$ cat src/design/esc_pkg.sv
// Shared constants, command/status types and month table for the seconds-to-calendar block.
package esc_pkg;

  localparam int unsigned SECS_PER_MIN  = 60;
  localparam int unsigned SECS_PER_HOUR = 3600;
  localparam int unsigned SECS_PER_DAY  = 24 * 3600;
  localparam int unsigned EPOCH_YEAR    = 2000;
  localparam int unsigned DAYS_LEAP     = 366;
  localparam int unsigned DAYS_COMMON   = 365;
  localparam int unsigned LEAP_CYCLE    = 400;
  localparam int unsigned CENTURY       = 100;

  // Floor division by a constant: shift out the divisor's power-of-two factor, then
  // take (x * RECIP) >> SHIFT. Exact over the range each step sees.
  // Day:    x = seconds within month >> 7 (below 2**15), odd factor 675.
  // Hour:   x = seconds within day >> 4 (below 5400), odd factor 225.
  // Minute: x = seconds within hour >> 2 (below 900), odd factor 15.
  localparam int unsigned DAY_RECIP  = 49711;
  localparam int unsigned DAY_SHIFT  = 25;
  localparam int unsigned HOUR_RECIP = 9321;
  localparam int unsigned HOUR_SHIFT = 21;
  localparam int unsigned MIN_RECIP  = 1093;
  localparam int unsigned MIN_SHIFT  = 14;

  // Seconds in the longest month need this many bits.
  localparam int MONTH_SECS_W = 22;

  // Packed result: year, month, day, hour, minute, second, zero padded to bytes.
  localparam int YEAR_W   = 12;
  localparam int MONTH_W  = 4;
  localparam int DAY_W    = 5;
  localparam int HOUR_W   = 5;
  localparam int MINUTE_W = 6;
  localparam int SECOND_W = 6;
  localparam int FIELDS_W = YEAR_W + MONTH_W + DAY_W + HOUR_W + MINUTE_W + SECOND_W;
  localparam int OUT_W    = ((FIELDS_W + 7) / 8) * 8;

  localparam logic [3:0] LAST_MONTH_IDX = 4'd11;

  typedef struct packed {
    logic start;
    logic year_step;
    logic month_step;
    logic day_div;
    logic day_sub;
    logic hour_div;
    logic hour_sub;
    logic min_div;
    logic min_sub;
    logic capture;
  } esc_cmd_t;

  typedef struct packed {
    logic year_fit;
    logic month_fit;
  } esc_status_t;

  // Length of month idx (0 = January) in seconds.
  function automatic logic [MONTH_SECS_W-1:0] month_secs(input logic leap,
                                                         input logic [3:0] idx);
    logic [MONTH_SECS_W-1:0] len;
    unique case (idx)
      4'd1: begin
        len = leap ? MONTH_SECS_W'(29 * SECS_PER_DAY) : MONTH_SECS_W'(28 * SECS_PER_DAY);
      end
      4'd3, 4'd5, 4'd8, 4'd10: len = MONTH_SECS_W'(30 * SECS_PER_DAY);
      default:                 len = MONTH_SECS_W'(31 * SECS_PER_DAY);
    endcase
    return len;
  endfunction

endpackage

$ cat src/design/epoch_seconds_to_calendar_unit.sv
// Top level of the seconds-since-2000 to Gregorian date and time converter.
//
// Usage: present a count of seconds since 2000-01-01 00:00:00 on the input
// stream (in_tvalid/in_tready/in_tdata); one item comes back on the output
// stream (out_tvalid/out_tready/out_tdata) with year, month, day, hour,
// minute and second. Items are converted one at a time.
// Steps: a year loop that takes off one year of seconds per step, a month
// search that takes off one month per step, six steps to split off day,
// hour, minute and second by constant reciprocal multiplication, and one
// step to load the output register; the year loop dominates. The next
// item is taken once the controller returns to idle after that load.
// in_tready is high only while the converter is idle. A finished item moves
// into the output register, so the next item is taken while the previous
// result still waits; if the receiver stalls and the register is still
// full, the converter holds its result and stops taking input.
// Reset (rst_n low, synchronous) returns the controller to idle and drops
// any pending output item.
module epoch_seconds_to_calendar_unit
  import esc_pkg::*;
#(
  parameter int SECONDS_WIDTH = 32
) (
  input  logic                                  clk,
  input  logic                                  rst_n,
  input  logic                                  in_tvalid,
  output logic                                  in_tready,
  // fields from bit 0: seconds_count[SECONDS_WIDTH-1:0], zero padding
  input  logic [((SECONDS_WIDTH + 7) / 8) * 8 - 1:0] in_tdata,
  output logic                                  out_tvalid,
  input  logic                                  out_tready,
  // fields from bit 0: year_out[11:0], month_out[15:12], day_out[20:16],
  // hour_out[25:21], minute_out[31:26], second_out[37:32], zero padding
  output logic [OUT_W-1:0]                      out_tdata
);

  esc_cmd_t    cmd;
  esc_status_t status;

  // Controller: walks the year, month and time phases and owns the handshakes.
  esc_ctrl u_ctrl (
    .clk        (clk),
    .rst_n      (rst_n),
    .in_tvalid  (in_tvalid),
    .in_tready  (in_tready),
    .out_tvalid (out_tvalid),
    .out_tready (out_tready),
    .status     (status),
    .cmd        (cmd)
  );

  // Datapath: only the low SECONDS_WIDTH bits of the count take part.
  esc_datapath #(
    .SW (SECONDS_WIDTH)
  ) u_datapath (
    .clk        (clk),
    .in_seconds (in_tdata[SECONDS_WIDTH-1:0]),
    .cmd        (cmd),
    .status     (status),
    .out_data   (out_tdata)
  );

endmodule

$ cat src/design/esc_datapath.sv
// Datapath: year and month reduction in seconds, constant-reciprocal splits and result register.
module esc_datapath
  import esc_pkg::*;
#(
  parameter int SW = 32
) (
  input  logic              clk,
  input  logic [SW-1:0]     in_seconds,
  input  esc_cmd_t          cmd,
  output esc_status_t       status,
  output logic [OUT_W-1:0]  out_data
);

  localparam int YW = (((SW - 24) > 11) ? (SW - 24) : 11) + 1;

  logic [SW-1:0]       sec_r;
  logic [YW-1:0]       year_r;
  logic [6:0]          mod100_r;
  logic [8:0]          mod400_r;
  logic [3:0]          m_r;
  logic [DAY_W-1:0]    day_r;
  logic [HOUR_W-1:0]   hour_r;
  logic [MINUTE_W-1:0] minute_r;
  logic [OUT_W-1:0]    out_r;

  logic                    leap;
  logic [SW-1:0]           year_secs;
  logic [MONTH_SECS_W-1:0] mon_secs;
  logic [30:0]             day_prod;
  logic [26:0]             hour_prod;
  logic [20:0]             min_prod;

  // Leap: divisible by 4, and not a century unless divisible by 400.
  assign leap      = (mod400_r[1:0] == 2'd0) && ((mod100_r != 7'd0) || (mod400_r == 9'd0));
  assign year_secs = leap ? SW'(DAYS_LEAP * SECS_PER_DAY) : SW'(DAYS_COMMON * SECS_PER_DAY);
  assign mon_secs  = month_secs(leap, m_r);

  // Quotients by 86400, 3600 and 60 of the remaining seconds.
  assign day_prod  = 31'(sec_r[21:7]) * 31'(DAY_RECIP);
  assign hour_prod = 27'(sec_r[16:4]) * 27'(HOUR_RECIP);
  assign min_prod  = 21'(sec_r[11:2]) * 21'(MIN_RECIP);

  assign status.year_fit  = (sec_r < year_secs);
  assign status.month_fit = (m_r == LAST_MONTH_IDX) || (sec_r < SW'(mon_secs));

  always_ff @(posedge clk) begin
    if (cmd.start) begin
      sec_r    <= in_seconds;
      year_r   <= YW'(EPOCH_YEAR);
      mod100_r <= 7'd0;
      mod400_r <= 9'd0;
      m_r      <= 4'd0;
    end else if (cmd.year_step) begin
      sec_r    <= sec_r - year_secs;
      year_r   <= year_r + YW'(1);
      mod100_r <= (mod100_r == 7'(CENTURY - 1)) ? 7'd0 : mod100_r + 7'd1;
      mod400_r <= (mod400_r == 9'(LEAP_CYCLE - 1)) ? 9'd0 : mod400_r + 9'd1;
    end else if (cmd.month_step) begin
      sec_r <= sec_r - SW'(mon_secs);
      m_r   <= m_r + 4'd1;
    end else if (cmd.day_div) begin
      day_r <= day_prod[DAY_SHIFT +: DAY_W];
    end else if (cmd.day_sub) begin
      sec_r <= sec_r - SW'(22'(day_r) * 22'(SECS_PER_DAY));
    end else if (cmd.hour_div) begin
      hour_r <= hour_prod[HOUR_SHIFT +: HOUR_W];
    end else if (cmd.hour_sub) begin
      sec_r <= sec_r - SW'(17'(hour_r) * 17'(SECS_PER_HOUR));
    end else if (cmd.min_div) begin
      minute_r <= min_prod[MIN_SHIFT +: MINUTE_W];
    end else if (cmd.min_sub) begin
      sec_r <= sec_r - SW'(12'(minute_r) * 12'(SECS_PER_MIN));
    end

    if (cmd.capture) begin
      out_r <= {(OUT_W-FIELDS_W)'(0), sec_r[SECOND_W-1:0], minute_r, hour_r,
                day_r + DAY_W'(1), m_r + 4'd1, year_r[YEAR_W-1:0]};
    end
  end

  assign out_data = out_r;

endmodule

$ cat src/design/esc_ctrl.sv
// Controller: sequences the year loop, month search, time splits and output handshake.
module esc_ctrl
  import esc_pkg::*;
(
  input  logic        clk,
  input  logic        rst_n,
  input  logic        in_tvalid,
  output logic        in_tready,
  output logic        out_tvalid,
  input  logic        out_tready,
  input  esc_status_t status,
  output esc_cmd_t    cmd
);

  localparam logic [3:0] S_IDLE  = 4'd0;
  localparam logic [3:0] S_YEAR  = 4'd1;
  localparam logic [3:0] S_MONTH = 4'd2;
  localparam logic [3:0] S_DDIV  = 4'd3;
  localparam logic [3:0] S_DSUB  = 4'd4;
  localparam logic [3:0] S_HDIV  = 4'd5;
  localparam logic [3:0] S_HSUB  = 4'd6;
  localparam logic [3:0] S_MDIV  = 4'd7;
  localparam logic [3:0] S_MSUB  = 4'd8;
  localparam logic [3:0] S_DONE  = 4'd9;

  logic [3:0] state_r, state_nxt;
  logic       out_valid_r, out_valid_nxt;

  always_comb begin
    state_nxt = state_r;
    cmd       = '0;
    in_tready = 1'b0;
    unique case (state_r)
      S_IDLE: begin
        in_tready = 1'b1;
        if (in_tvalid) begin
          cmd.start = 1'b1;
          state_nxt = S_YEAR;
        end
      end
      S_YEAR: begin
        if (status.year_fit) begin
          state_nxt = S_MONTH;
        end else begin
          cmd.year_step = 1'b1;
        end
      end
      S_MONTH: begin
        if (status.month_fit) begin
          state_nxt = S_DDIV;
        end else begin
          cmd.month_step = 1'b1;
        end
      end
      S_DDIV: begin
        cmd.day_div = 1'b1;
        state_nxt   = S_DSUB;
      end
      S_DSUB: begin
        cmd.day_sub = 1'b1;
        state_nxt   = S_HDIV;
      end
      S_HDIV: begin
        cmd.hour_div = 1'b1;
        state_nxt    = S_HSUB;
      end
      S_HSUB: begin
        cmd.hour_sub = 1'b1;
        state_nxt    = S_MDIV;
      end
      S_MDIV: begin
        cmd.min_div = 1'b1;
        state_nxt   = S_MSUB;
      end
      S_MSUB: begin
        cmd.min_sub = 1'b1;
        state_nxt   = S_DONE;
      end
      S_DONE: begin
        // Hold the finished item until the output register is free.
        if (!out_valid_r || out_tready) begin
          cmd.capture = 1'b1;
          state_nxt   = S_IDLE;
        end
      end
      default: begin
        state_nxt = S_IDLE;
      end
    endcase
  end

  assign out_valid_nxt = cmd.capture | (out_valid_r & ~out_tready);
  assign out_tvalid    = out_valid_r;

  always_ff @(posedge clk) begin
    if (!rst_n) begin
      state_r     <= S_IDLE;
      out_valid_r <= 1'b0;
    end else begin
      state_r     <= state_nxt;
      out_valid_r <= out_valid_nxt;
    end
  end

endmodule

$ cat config.mk
export PLATFORM = sky130hd
export DESIGN_NAME = epoch_seconds_to_calendar_unit
export DESIGN_NICKNAME = d
export VERILOG_FILES = /design/src/design/esc_pkg.sv /design/src/design/epoch_seconds_to_calendar_unit.sv /design/src/design/esc_datapath.sv /design/src/design/esc_ctrl.sv
export SDC_FILE = /design/constraint.sdc
export NUM_CORES = 1
export LEC_CHECK = 0
export BUFFER_PORTS_ARGS = -buffer_cell sky130_fd_sc_hd__buf_2
export CORE_ASPECT_RATIO = 1.4
export CORE_UTILIZATION = 55
export DETAILED_ROUTE_END_ITERATION = 8
export GPL_ROUTABILITY_DRIVEN = 0
export HOLD_SLACK_MARGIN = 0.12
export PLACE_DENSITY = 0.81
export SLEW_MARGIN = 20
export SYNTH_ARGS = -nofsm -noshare
export SYNTH_HDL_FRONTEND = slang
export SYNTH_SLANG_ARGS = --single-unit
export TNS_END_PERCENT = 30
$ cat constraint.sdc
create_clock -name clk -period 10.52 [get_ports clk]
set_input_delay 2.104 -clock clk [delete_from_list [all_inputs] [get_ports clk]]
set_output_delay 2.104 -clock clk [all_outputs]
set_load 0.05 [all_outputs]
* Word-level counts from Yosys, hierarchy flattened
Cells that the tools add are included.
** Storage, ports and cells
- Register bits after elaboration :: 123
- Output and inout port bits :: 42
** Cells by class
- Bitwise gates (word level) :: 10
- Equal/unequal tests :: 24
- Add/sub/neg operators :: 10
- Multiplexer cells :: 34
- $mul :: 6
- Reductions and logical operators :: 17
- Order comparisons :: 2
** Operators with widths (number)
- $mux 32 :: 9
- $sub 32x22->32 :: 2
- $pmux 22 s2 :: 1
- $pmux 4 s10 :: 1
- $mux 18 :: 2
- $lt 32x22->1 :: 1
- $lt 32x32->1 :: 1
- $sub 32x12->32 :: 1
- $sub 32x17->32 :: 1
- $sub 32x32->32 :: 1
- $mul 15x16->30 const B :: 1
- $mul 13x14->26 const B :: 1
- $eq 4x3->1 const B :: 5
- $eq 4x4->1 const B :: 5
- $mul 10x11->20 const B :: 1
- $mux 4 :: 4
- $mul 5x10->15 const B :: 1
- $mux 1 :: 15
- $mul 5x8->13 const B :: 1
- $add 12x1->12 const B :: 1
- $eq 4x2->1 const B :: 3
- $reduce_and 4->1 :: 3
- $mul 6x4->10 const B :: 1
- $add 9x1->9 const B :: 1
- 28 further kinds :: 40

* Depth between registers and ports, before layout
- Depth in word-level cells :: 12
- Mapped depth :: 26
- Mapped depth without buffers :: 26

* Modules after synthesis
From an unflattened synthesis, not the netlist that was laid out.
** Unflattened totals
- Cells, all modules :: 1811
- Area, all modules :: 17065.1 um^2
** By module, submodules not included
- esc_datapath :: times used 1, cells each 1769, area each 16686.0 um^2, sequential area each 3223.1 um^2
- esc_ctrl :: times used 1, cells each 42, area each 379.1 um^2, sequential area each 100.1 um^2

* Least setup slack after synthesis
No wires, ideal clock.
- Kind :: register to register
- Start :: register u_datapath.sec_r[21]
- End :: register u_datapath.day_r[3], data pin
- Period minus slack after synthesis :: 5692 ps
- Arrival :: 5435 ps
- Path slack :: 4828 ps
- Library setup time :: 258 ps
- Data required time :: 10262 ps
- Cell stages (with the launch flop) :: 24
- Cell sequence :: edfxtp_1 clkbuf_1 inv_1 ha_1 inv_1 fa_1 inv_1 fa_1 inv_1 fa_1 inv_1 fa_1 inv_1 fa_1 inv_1 ha_1 a21o_1 a21oi_1 o41ai_1 inv_1 a31oi_1 o21a_1 nor2_1 xnor2_1
** On the way
- Word-level cells in the longest chain between the ends :: 1
** RTL lines
- start, declared :: line esc_datapath.sv:16 : logic [SW-1:0] sec_r;
- start signal, assigned :: line esc_datapath.sv:48 : sec_r <= in_seconds;
- start signal, assigned :: line esc_datapath.sv:54 : sec_r <= sec_r - year_secs;
- start signal, assigned :: line esc_datapath.sv:59 : sec_r <= sec_r - SW'(mon_secs);
- $mul 15x16->30 :: line esc_datapath.sv:39 : assign day_prod = 31'(sec_r[21:7]) * 31'(DAY_RECIP);
- named net u_datapath.day_prod[28] :: line esc_datapath.sv:29 : logic [30:0] day_prod;
- end signal, assigned :: line esc_datapath.sv:62 : day_r <= day_prod[DAY_SHIFT +: DAY_W];
- end, declared :: line esc_datapath.sv:21 : logic [DAY_W-1:0] day_r;
The timed path passes the listed nets, and every way through them passes these cells.
A chain may end at the register's enable or synchronous reset.

* Worst setup path after layout
Ends and elaborated chain as after synthesis.

==> results.sh <==
export IMPL_final_seq_area_sq_um=3320
export IMPL_finalSetupTns_ns=0
export IMPL_synth_seq_cells=123
export IMPL_clkLatencyLatePin_ns=0.45
export IMPL_ys_seq_area_frac=0.195
export IMPL_cts_tree="yes"
export IMPL_hpwl_mm=33.6
export IMPL_nets=2419
export IMPL_setup_violations_final=0
export IMPL_startpoint_type="flop"
export IMPL_hold_path_class="reg -> reg"
export IMPL_cts_buffers=17
export IMPL_fill_cells=2375
export IMPL_core_area_sq_um=30200
export IMPL_max_freq_mhz=159
export IMPL_die_area_sq_um=31700
export IMPL_fp_row_count=75
export IMPL_hold_buffers=0
export IMPL_wl_per_cell_microns=18.6
export IMPL_syn_inst=1808
export IMPL_timing_final_crit_period_ns=6.30
export IMPL_synth_area_sq_um=17000
export IMPL_required_ns=10.72
export IMPL_crit_type="reg -> reg"
export IMPL_drive_gt1_frac=0.0784
export IMPL_drc=0
export IMPL_synth_flop_cell="edfxtp_1"
export IMPL_max_cap_violations=0
export IMPL_vias=13809
export IMPL_drt_initial_drc_count=895
export IMPL_grt_overflow_total=0
export IMPL_synth_top_cell_area_share=0.281
export IMPL_tightest_slew_ns=1.22
export IMPL_path_max_fanout=16
export IMPL_antenna_left=0
export IMPL_grt_pass1_wl_mm=70.3
export IMPL_initial_utilization=0.563
export IMPL_cts_sinks=123
export IMPL_fin_skew_ns=0.0135
export IMPL_async_flop_share=0
export IMPL_timing_hold_violations_final=0
export IMPL_synth_warnings=0
export IMPL_synth_area_per_cell_sq_um=9.41
export IMPL_synth_largest_area_cell="ha_1"
export IMPL_io_buffers=75
export IMPL_cts_htree_levels=4
export IMPL_timing_final_crit_share=0.598
export IMPL_grt_pass1_vias=14489
export IMPL_cts_setup_buffers=0
export IMPL_status="complete, no violations"
export IMPL_multi_input_area_sq_um=12500
export IMPL_synth_distinct_cells=82
export IMPL_die_y_microns=210
export IMPL_area_delta_synth_final_pct=8.61
export IMPL_ys_top_cells_by_area="ha_1 28%, edfxtp_1 15%, fa_1 13%"
export IMPL_synth_edf_count=86
export IMPL_slew_violations=0
export IMPL_final_common_cell="ha_1"
export IMPL_post_cts_resized=0
export IMPL_slew_headroom=0.172
export IMPL_clk_pin_slew_ns=0.07
export IMPL_layout_common_cells="382 x ha_1, 288 x inv_1, 113 x fa_1"
export IMPL_boundaryPins=78
export IMPL_via_per_inst=6.04
export IMPL_cp_arrival_ns=6.50
export IMPL_drt_pass1_iter_count=5
export IMPL_clockBufferDepth=2
export IMPL_grt_max_degree=39
export IMPL_clockRootBuffer="clkbuf_16"
export IMPL_num_antenna_cells=0
export IMPL_grt_use_total=0.286
export IMPL_die_x_microns=151
export IMPL_antenna_found_initial=0
export IMPL_wl_mm=42.5
export IMPL_rsz0062_at_grt="no"
export IMPL_endpoint_kind="flop"
-- synth_stat cells, drive strengths merged, types with 5 or more instances --
cell	count
o21a	11
buf	15
and3	22
o21bai	7
nor4	8
nand2b	19
inv	288
xor2	51
fa	113
nor2	85
edfxtp	86
o31a	5
nor2b	13
a22oi	6
and2	8
o221ai	5
a21o	32
or3	15
clkbuf	20
o31ai	15
a21oi	98
o21ai	68
nand4	21
nand2	99
nand3	33
a211o	6
o211ai	10
a2111oi	6
nor3	28
a31oi	23
ha	382
xnor2	74
dfxtp	37
o22ai	10
nor3b	6
a211oi	17
-- cell families after synthesis --
logic type	synth area share
buf+inv	0.0727
fa+ha+maj	0.414
simple gates	0.113
compound gates	0.138
flops	0.195
xor+xnor	0.0643
mux	0.00250
other cells	0.000220
-- per-stage QoR --
stage / setup WS, ns / hold slack (ns) / instance area [sq um] / instances / utilization
after floorplan: 4.83 / 0.400 / 17000 / 1809 / -
after global placement: 4.47 / 0.406 / 17900 / 2254 / 0.592
after detailed placement: 4.25 / 0.408 / 17900 / 2254 / 0.592
after CTS: 4.22 / 0.421 / 18500 / 2286 / 0.612
after global routing: 3.85 / 0.430 / 18500 / 2286 / 0.612
final: 4.22 / 0.420 / 18500 / 2286 / 0.612
-- registers in the layout, summed over array words and instances, names as in the netlist --
| register | count |
|---|---|
| u_datapath.out_data | 38 |
| u_datapath.day_r | 5 |
| u_datapath.sec_r | 32 |
| u_datapath.year_r | 12 |
| u_datapath.hour_r | 5 |
| u_datapath.minute_r | 6 |
| u_ctrl.out_tvalid | 1 |
| u_datapath.m_r | 4 |
| u_datapath.mod400_r | 9 |
| u_datapath.mod100_r | 7 |
| u_ctrl.state_r | 4 |
-- worst paths after layout --
kind | start | endpoint | slack (ns) | cells after the start
hold / removal | u_datapath.sec_r[0] | u_datapath.out_data[32] | 0.42 | 0
setup / recovery | u_datapath.sec_r[21] | u_datapath.day_r[3] | 4.22 | 22
hold reg to reg | u_datapath.sec_r[0] | u_datapath.out_data[32] | 0.42 | 0
setup reg to reg | u_datapath.sec_r[21] | u_datapath.day_r[3] | 4.22 | 22
-- area by class of cell --
cell class,count,share of cell area
Clock inverter,15,0.00941
Multi-Input combinational cell,1363,0.675
Tap cell,385,0.0261
Sequential cell,123,0.180
Clock buffer,17,0.0230
Inverter,288,0.0585
Timing Repair Buffer,95,0.0284
-- worst max-delay path: stages (launching register included) --
cell      delay, ns
edfxtp_1       0.73
inv_1          0.20
ha_1           0.38
inv_1          0.07
fa_1           0.52
inv_1          0.06
fa_1           0.51
inv_1          0.06
fa_1           0.54
inv_1          0.06
fa_1           0.53
inv_1          0.05
fa_1           0.54
inv_1          0.05
ha_1           0.29
a21o_1         0.11
a21oi_1        0.09
o41ai_1        0.51
inv_1          0.08
a31oi_1        0.30
o21a_1         0.18
nor2_1         0.05
xnor2_1        0.12
-- layer usage --
layer | track usage | part of all wire
met4 | 0.216 | 0.076
met2 | 0.503 | 0.50
met1 | 0.307 | 0.37
met3 | 0.0390 | 0.051
met5 | 0 | 0
Power is not shown: default switching activity piles up to over one toggle a cycle in this logic, so the estimate is an artifact.
